<file path="src/hdl/ocdc_pkg.sv">
`default_nettype none

package ocdc_pkg;

    // calendar limits
    localparam logic [13:0] YEAR_MAX      = 14'd9999;
    localparam logic [9:0]  DAYS_NORMAL   = 10'd365;
    localparam logic [9:0]  DAYS_LEAP     = 10'd366;
    localparam int unsigned NUM_BOUNDS    = 11;

    // multiplicative inverse of 25 modulo 2**16 and the largest product
    // that a multiple of 25 can give
    localparam logic [15:0] INV25_MOD16   = 16'd23593;
    localparam logic [15:0] DIV25_LIMIT   = 16'(65535 / 25);

    typedef enum logic {
        MODE_ORDINAL  = 1'b0,
        MODE_CALENDAR = 1'b1
    } t_mode;

    typedef enum logic [1:0] {
        ERR_NONE  = 2'd0,
        ERR_YEAR  = 2'd1,
        ERR_MONTH = 2'd2,
        ERR_DAY   = 2'd3
    } t_err;

    typedef struct packed {
        t_mode       mode;
        logic [13:0] year;
        logic [6:0]  month_in;
        logic [9:0]  day_in;
    } t_in_word;

    typedef struct packed {
        logic        valid_res;
        t_err        error_code;
        logic [3:0]  month_out;
        logic [4:0]  day_of_month;
        logic        leap;
    } t_out_word;

    // last day of year of month idx+1, idx 0..10
    function automatic logic [8:0] month_end(input logic [3:0] idx, input logic lp);
        logic [8:0] e;
        case (idx)
            4'd0:    e = 9'd31;
            4'd1:    e = 9'd59;
            4'd2:    e = 9'd90;
            4'd3:    e = 9'd120;
            4'd4:    e = 9'd151;
            4'd5:    e = 9'd181;
            4'd6:    e = 9'd212;
            4'd7:    e = 9'd243;
            4'd8:    e = 9'd273;
            4'd9:    e = 9'd304;
            4'd10:   e = 9'd334;
            default: e = 9'd365;
        endcase
        if (lp && idx != 4'd0) begin
            e = e + 9'd1;
        end
        return e;
    endfunction

    // days in month 1..12
    function automatic logic [4:0] month_len(input logic [3:0] mon, input logic lp);
        logic [4:0] l;
        case (mon)
            4'd2:    l = lp ? 5'd29 : 5'd28;
            4'd4:    l = 5'd30;
            4'd6:    l = 5'd30;
            4'd9:    l = 5'd30;
            4'd11:   l = 5'd30;
            default: l = 5'd31;
        endcase
        return l;
    endfunction

    // gregorian leap rule; divisibility by 25 via modular inverse
    function automatic logic is_leap(input logic [13:0] y);
        logic [31:0] prod;
        logic        div25;
        prod  = {18'd0, y} * {16'd0, INV25_MOD16};
        div25 = (prod[15:0] <= DIV25_LIMIT);
        return (y[1:0] == 2'b00) && (!div25 || y[3:2] == 2'b00);
    endfunction

endpackage

`default_nettype wire

</file>
<file path="src/hdl/ocdc_calc.sv">
`default_nettype none

module ocdc_calc (
    input  var ocdc_pkg::t_in_word  i_word,
    output var ocdc_pkg::t_out_word o_word
);

    logic                              lp;
    logic [9:0]                        ylen;
    logic                              ord_year_ok;
    logic                              ord_day_ok;
    logic                              mon_ok;
    logic [4:0]                        mlen;
    logic                              cal_day_ok;
    logic [ocdc_pkg::NUM_BOUNDS-1:0]   past;
    logic [3:0]                        idx;
    logic [8:0]                        prev;
    logic [9:0]                        diff;

    always_comb begin
        lp          = ocdc_pkg::is_leap(i_word.year);
        ylen        = lp ? ocdc_pkg::DAYS_LEAP : ocdc_pkg::DAYS_NORMAL;
        ord_year_ok = (i_word.year != 14'd0) && (i_word.year <= ocdc_pkg::YEAR_MAX);
        ord_day_ok  = (i_word.day_in != 10'd0) && (i_word.day_in <= ylen);
        mon_ok      = (i_word.month_in >= 7'd1) && (i_word.month_in <= 7'd12);
        mlen        = ocdc_pkg::month_len(i_word.month_in[3:0], lp);
        cal_day_ok  = (i_word.day_in != 10'd0) && (i_word.day_in <= {5'd0, mlen});

        // month boundaries passed, compared in parallel
        for (int m = 0; m < ocdc_pkg::NUM_BOUNDS; m++) begin
            past[m] = (i_word.day_in > {1'b0, ocdc_pkg::month_end(4'(m), lp)});
        end
        idx = 4'd0;
        for (int m = 0; m < ocdc_pkg::NUM_BOUNDS; m++) begin
            idx = idx + {3'd0, past[m]};
        end
        prev = (idx == 4'd0) ? 9'd0 : ocdc_pkg::month_end(idx - 4'd1, lp);
        diff = i_word.day_in - {1'b0, prev};

        o_word              = '0;
        o_word.leap         = lp;
        o_word.error_code   = ocdc_pkg::ERR_NONE;
        if (i_word.mode == ocdc_pkg::MODE_ORDINAL) begin
            if (!ord_year_ok) begin
                o_word.error_code = ocdc_pkg::ERR_YEAR;
            end else if (!ord_day_ok) begin
                o_word.error_code = ocdc_pkg::ERR_DAY;
            end else begin
                o_word.month_out    = idx + 4'd1;
                o_word.day_of_month = diff[4:0];
            end
        end else begin
            if (i_word.year == 14'd0) begin
                o_word.error_code = ocdc_pkg::ERR_YEAR;
            end else if (!mon_ok) begin
                o_word.error_code = ocdc_pkg::ERR_MONTH;
            end else if (!cal_day_ok) begin
                o_word.error_code = ocdc_pkg::ERR_DAY;
            end else begin
                o_word.month_out    = i_word.month_in[3:0];
                o_word.day_of_month = i_word.day_in[4:0];
            end
        end
        o_word.valid_res = (o_word.error_code == ocdc_pkg::ERR_NONE);
    end

endmodule

`default_nettype wire

</file>
<file path="src/hdl/ordinal_calendar_date_check_top.sv">
// channel  | valid    | ready    | word
// ---------+----------+----------+-----------------------------------
// in       | i_valid  | o_ready  | i_data  (mode, year, month, day)
// out      | o_valid  | i_ready  | o_data  (valid, error, month, day, leap)
//
// accepted word passes the input register, then the output register; one word per cycle
// sustained while i_ready stays high; the word lands in the input register, and its check
// and split result sits in the output register
// i_rst_n is synchronous active low and empties both stages
// a stall on i_ready holds the output register; the input stage keeps filling
// until both stages are occupied, then o_ready drops
`default_nettype none

module ordinal_calendar_date_check_top (
    input  var logic                i_clk,
    input  var logic                i_rst_n,
    input  var logic                i_valid,
    output var logic                o_ready,
    input  var ocdc_pkg::t_in_word  i_data,
    output var logic                o_valid,
    input  var logic                i_ready,
    output var ocdc_pkg::t_out_word o_data
);

    // input stage
    logic                r_in_vld;
    logic                n_in_vld;
    ocdc_pkg::t_in_word  r_in;
    // output stage
    logic                r_out_vld;
    logic                n_out_vld;
    ocdc_pkg::t_out_word r_out;
    ocdc_pkg::t_out_word calc_word;
    logic                advance;

    // the output register frees up when empty or when its word is taken
    assign advance = !r_out_vld || i_ready;
    assign o_ready = !r_in_vld || advance;

    ocdc_calc u_calc (
        .i_word (r_in),
        .o_word (calc_word)
    );

    always_comb begin
        n_in_vld  = r_in_vld;
        n_out_vld = r_out_vld;
        if (o_ready) begin
            n_in_vld = i_valid;
        end
        if (advance) begin
            n_out_vld = r_in_vld;
        end
    end

    always_ff @(posedge i_clk) begin
        if (!i_rst_n) begin
            r_in_vld  <= 1'b0;
            r_out_vld <= 1'b0;
        end else begin
            r_in_vld  <= n_in_vld;
            r_out_vld <= n_out_vld;
        end
    end

    // payload registers, no reset needed
    always_ff @(posedge i_clk) begin
        if (o_ready && i_valid) begin
            r_in <= i_data;
        end
        if (advance && r_in_vld) begin
            r_out <= calc_word;
        end
    end

    assign o_valid = r_out_vld;
    assign o_data  = r_out;

endmodule

`default_nettype wire

</file>
<file path="config.mk">
export PLATFORM = sky130hd
export DESIGN_NAME = ordinal_calendar_date_check_top
export DESIGN_NICKNAME = d
export VERILOG_FILES = /design/src/hdl/ocdc_pkg.sv /design/src/hdl/ocdc_calc.sv /design/src/hdl/ordinal_calendar_date_check_top.sv
export SDC_FILE = /design/constraint.sdc
export NUM_CORES = 1
export LEC_CHECK = 0
export ABC_AREA = 1
export BUFFER_PORTS_ARGS = -buffer_cell sky130_fd_sc_hd__buf_2
export CORE_UTILIZATION = 60
export CTS_CLUSTER_SIZE = 28
export DETAILED_ROUTE_END_ITERATION = 7
export PLACE_DENSITY_LB_ADDON = 0.15
export SETUP_SLACK_MARGIN = 0.4
export SLEW_MARGIN = 15
export SYNTH_ARGS = -nofsm -noshare
export SYNTH_HDL_FRONTEND = slang
export SYNTH_SLANG_ARGS = --single-unit
</file>
<file path="constraint.sdc">
create_clock -name i_clk -period 29.1 [get_ports i_clk]
set_clock_uncertainty 0.1 [all_clocks]
set_input_delay 1.455 -clock i_clk [delete_from_list [all_inputs] [get_ports i_clk]]
set_output_delay 1.455 -clock i_clk [all_outputs]
set_load 0.02 [all_outputs]
</file>
==> impl_metrics.yaml, run 1 <==
status:
  outcome: "completed"
floorplanning:
  ios: 51
  start_util_pct: 62.26
  die_area_um2: 8943
  fp-row-count: 33
  coreArea_um2: 8258
  dieHeight_um: 94.57
  fp.dieW_um: 94.57
pwr:
  power.leakage_nw: 2.791
  ir_drop_v: 0.00006472
  p_per_area_nw_per_um2: 92.04
yosys:
  async_reset_ff_share_pct: 0
  seq_area_frac_synth_pct: 27.06
  synthesis.nets: 746
  yosys-top-cells-area: "edfxtp_1, ha_1, fa_1, nand2_1, inv_1"
  synth_top_area_share_pct: 26.28
  synthFlopType: "edfxtp_1"
  netlist_instances: 611
  ys_ff_latch: 47
  avgSynthCellArea_um2: 8.414
  synth_edf_count: 45
  synth_cell_types: 50
  synth_top_area_cell: "edfxtp_1"
  synth_area_um2: 5141
  yosys_warnings: 0
sta:
  fin_crit_ns: 11.39
  drv_slew: 0
  rsz0062_at_grt: "no"
  final-setup-viol-count: 0
  tightest_slew_ns: 1.048
  hold_viol: 0
  setup_ws_ns: 17.71
  tns_ns: 0
  finalCritPeriodShare_pct: 39.14
  fmax_ghz: 0.08780
  slew_headroom_pct: 29.71
setup_path:
  cp-start-kind: "flip-flop"
  cp-end-kind: "flip-flop"
  ff2ff_setup_slack_ns: 17.71
  worst_ep_arrival_time_ns: 11.36
  cp_max_fo: 7
  critical_path_class: "flip-flop to flip-flop"
  crit_top_cell: "inv_1"
  slowest_stage: "fa_1"
  required_ns: 29.07
  cpPeakStageDelay_ns: 0.56
drt:
  dr_wl_met3_um: 790
  via_count: 4356
  vias_per_cell: 5.628
  wirelength_um: 11570
  route.detailed.drc: 0
  drtIter0Drc: 341
  met2_length_um: 5039
  wl_per_cell_um: 14.95
  postRouteAntennaNets: 0
  drt-met1-wl_um: 5622
  routed.top_layer: "met4"
  first_pass_iters: 5
clock_tree:
  cts_tree: "yes"
  h-tree-depth: 2
  cts_resized: 0
  cts_made_buffers: 5
  cts.clk_slew.worst_paths_ns: 0.10
  clock_sinks: 47
  cts_setup_buffers: 0
  cts.hold.buffers_added: 0
  clockBufferDepth: 2
  clock_latency_ns: 0.30
  root_buffer: "clkbuf_8"
placed_design:
  place.detailed.hpwl_um: 9560
  dp_cells: 766
  preCtsSetupSlack_ns: 17.79
  numPortBuffers: 50
  routabilityCongestion: 0.9897
grt:
  grt_pass1_vias: 4088
  grt_max_degree: 33
  grt_pass1_wl_um: 19000
  globalRouteOverflowTotal: 0
  track_usage_pct: 27.30
  antenna_found_initial: 0
flow_run:
  max-cap-violations: 0
layout:
  final_cell_mix: "nand2_1, inv_1, ha_1"
  syn2layout_area_growth_pct: 10.15
  mostFrequentLayoutCell: "nand2_1"
  fin_cells: 774
  antennaDiodeCount: 0
  final_nets: 803
  layout-drive-gt1-share_pct: 16.44
min_path:
  min-delay-path-class: "flip-flop to flip-flop"
[where the power goes]
part           switching (mW)  internal (mW)
Combinational           0.236          0.142
Clock                  0.0231         0.0349
Sequential            0.00504         0.0803
[worst max-delay path: cells and delay by family (launching register included)]
family                   cells  cell delay [ns]
XOR/XNOR                     1             0.15
AND/OR/NAND/NOR             18             1.89
AO/OA/AOI/OAI                5             0.86
buffers and inverters       14             0.91
adder cells (fa/ha/maj)     17             6.75
flip-flops                   1             0.48
[cells by family (layout without fill, tap and decap cells)]
group / Yosys count / after routing / synth area share (%)
AND/OR/NAND/NOR: 258 / 258 / 24.77
buffers and inverters: 125 / 183 / 9.346
adder cells (fa/ha/maj): 99 / 99 / 27.60
AO/OA/AOI/OAI: 72 / 72 / 9.516
flip-flops: 47 / 47 / 27.06
XOR/XNOR: 10 / 10 / 1.704
[registers in the layout (all words and copies together) (netlist names)]
signal	cells
r_in	32
o_data	13
o_valid	1
r_in_vld	1
[per-stage QoR]
step / hold WS [ns] / total power [mW] / instance area (um^2) / util [%]
2_1_floorplan: 0.3473 / 0.3849 / 5141 / -
3_3_place_gp: 0.3604 / 0.4454 / 5523 / 66.88
3_5_place_dp: 0.3769 / 0.4568 / 5523 / 66.88
4_1_cts: 0.3907 / 0.5179 / 5663 / 68.58
5_1_grt: 0.4228 / 0.5687 / 5663 / 68.58
6_report: 0.3855 / 0.5212 / 5663 / 68.58
[cells in the mapped netlist (all sizes together), types with 2 or more instances]
master / count
or2: 2
o21ai: 19
nand3b: 4
nor4: 2
inv: 124
o22ai: 8
dfxtp: 2
xnor2: 3
nand2: 129
o21bai: 3
nand4: 11
nor2: 52
o31ai: 5
a21oi: 18
o211ai: 3
nor3: 11
o41ai: 5
nand3: 47
edfxtp: 45
ha: 75
xor2: 7
fa: 24
a31oi: 2
[cell type report]
type                            count  area [um^2]
Fill cell                         666         2595
Multi-Input combinational cell    439         3269
Inverter                          124        473.0
Timing Repair Buffer               51        257.7
Tap cell                          105        131.4
Clock inverter                      3        71.32
Sequential cell                    47         1391
Clock buffer                        5        68.82
[metal layers]
metal	GRT usage, %	vias to the layer above
met3	2.335	14
met4	6.313	0
li1	-	2145
met1	41.32	2008
met5	0	-
met2	42.39	189
[worst paths after layout]
kind                                             from                    to  cells past startpoint
worst max-delay path               r_in[19]$_DFFE_PP_   o_data[5]$_DFFE_PP_                     55
worst min-delay path            r_in_vld$_SDFFE_PN0N_  o_valid$_SDFFE_PN0P_                      2
worst max register to register     r_in[19]$_DFFE_PP_   o_data[5]$_DFFE_PP_                     55
worst min register to register  r_in_vld$_SDFFE_PN0N_  o_valid$_SDFFE_PN0P_                      2
Power figures use the tool's default switching activity.
==> run 2: changes to the inputs <==
CORE_UTILIZATION = 55   (was 60)
clock period = 9.4 ns   (was 29.1 ns; I/O delays follow)
==> impl_metrics.yaml, run 2 (same netlist as run 1, synthesis figures left out) <==
grt:
  antenna_found_initial: 0
  grt_max_degree: 33
  globalRouteOverflowTotal: 0
  grt_pass1_vias: 4730
  grt_pass1_wl_um: 21740
  track_usage_pct: 28.38
setup_path:
  cp_max_fo: 7
  worst_ep_arrival_time_ns: 10.17
  cp-end-kind: "flip-flop"
  cp-start-kind: "flip-flop"
  crit_top_cell: "fa_1"
  required_ns: 9.37
  cpPeakStageDelay_ns: 0.65
  slowest_stage: "fa_2"
  critical_path_class: "flip-flop to flip-flop"
clock_tree:
  clock_sinks: 47
  cts_tree: "yes"
  clock_latency_ns: 0.31
  root_buffer: "clkbuf_8"
  cts.clk_slew.worst_paths_ns: 0.09
  h-tree-depth: 2
  cts_made_buffers: 5
  clockBufferDepth: 2
  cts.hold.buffers_added: 0
placed_design:
  dp_cells: 837
  routabilityCongestion: 1.027
  numPortBuffers: 50
  place.detailed.hpwl_um: 10850
  placed_cell_area_um2: 6173
floorplanning:
  ios: 51
  die_area_um2: 9738
  coreArea_um2: 8891
  fp.dieW_um: 98.68
  fp-row-count: 34
  start_util_pct: 57.82
  dieHeight_um: 98.68
sta:
  tightest_slew_ns: 1.009
  final-setup-viol-count: 5
  fmax_ghz: 0.09809
  slew_headroom_pct: 32.30
  setup_ws_ns: -0.7947
  hold_viol: 0
  rsz0062_at_grt: "yes"
  fin_crit_ns: 10.19
  drv_slew: 0
  finalCritPeriodShare_pct: 108.5
  timing.hold.ws_ns: 0.2293
layout:
  largest-register: "r_in"
  mostFrequentLayoutCell: "nand2_1"
  syn2layout_area_growth_pct: 27.70
  fin_cells: 858
  antennaDiodeCount: 0
  layout-drive-gt1-share_pct: 32.53
  postLayoutCellArea_um2: 6565
  final_cell_mix: "nand2_1, inv_1, buf_4"
  final_nets: 884
  largest_reg_flops: 32
pwr:
  power.leakage_nw: 3.199
  p_total_mw: 2.213
  ir_drop_v: 0.0002049
  p_per_area_nw_per_um2: 337.1
drt:
  first_pass_iters: 5
  postRouteAntennaNets: 0
  wl_per_cell_um: 15.39
  drtIter0Drc: 360
  wirelength_um: 13200
  route.detailed.drc: 0
  via_count: 4740
  vias_per_cell: 5.524
status:
  violations: "setup timing"
  outcome: "finished, violations left"
min_path:
  min-delay-path-class: "input pin to flip-flop"
flow_run:
  max-cap-violations: 0
-- run 2: changes by cell type in the layout (fill, tap and decap cells not counted), sizes merged --
cell,before,now
buf,51,132
bufinv,2,0
clkinv,1,2
inv,124,125
-- run 2: final timing paths --
check             cells after the start  slack [ns]              endpoint             startpoint
setup / recovery                     54       -0.79   o_data[5]$_DFFE_PP_     r_in[19]$_DFFE_PP_
hold / removal                        1        0.23    r_in[12]$_DFFE_PP_             i_data[12]
setup reg to reg                     54       -0.79   o_data[5]$_DFFE_PP_     r_in[19]$_DFFE_PP_
hold reg to reg                       2        0.39  o_valid$_SDFFE_PN0P_  r_in_vld$_SDFFE_PN0N_
-- run 2: through the flow --
step / TNS, ns / setup slack (ns) / util [%]
after global routing: -4.633 / -1.230 / 73.84
after detailed placement: -3.279 / -0.9034 / 69.43
after CTS: -2.680 / -0.7586 / 72.04
after global placement: -2.099 / -0.6539 / 69.43
final: -2.646 / -0.7947 / 73.84
after floorplan: -1.157 / -0.4304 / -
-- run 2: report_power, final --
part           total (mW)  switching, mW  internal (mW)
Sequential          0.261         0.0128          0.249
Combinational        1.83          0.961          0.864
Clock               0.126         0.0722         0.0538
Total                2.21           1.05           1.17
-- run 2: cell type report --
class	instances	area, um^2
clock buffer	5	68.82
clock inverter	3	22.52
fill	695	2326
inverter	124	480.5
multi-input combinational	439	3597
sequential	47	1391
tap	108	135.1
timing repair buffer	132	869.6
-- run 2: routing by layer --
metal  global-route usage [%]  up-vias  share of wire, %
li1                         -     2313                 -
met1                    39.06     2236                46
met2                    46.86      180                46
met3                    4.823       11               6.4
met4                    7.003        0               1.2
met5                        0        -                 0
-- run 2: critical path, delay by kind of cell, from the launching register on --
family / cells / cell delay, ns
buf+inv: 13 / 0.66
flops: 1 / 0.38
compound gates: 5 / 0.86
fa+ha+maj: 16 / 6.11
simple gates: 18 / 1.55
xor+xnor: 2 / 0.31
-- run 2: timing repair --
item	in CTS	in global routing
buffers inserted	10	3
endpoints found under the setup margin	6	8
gates resized for setup	14	24
pin swaps	23	24
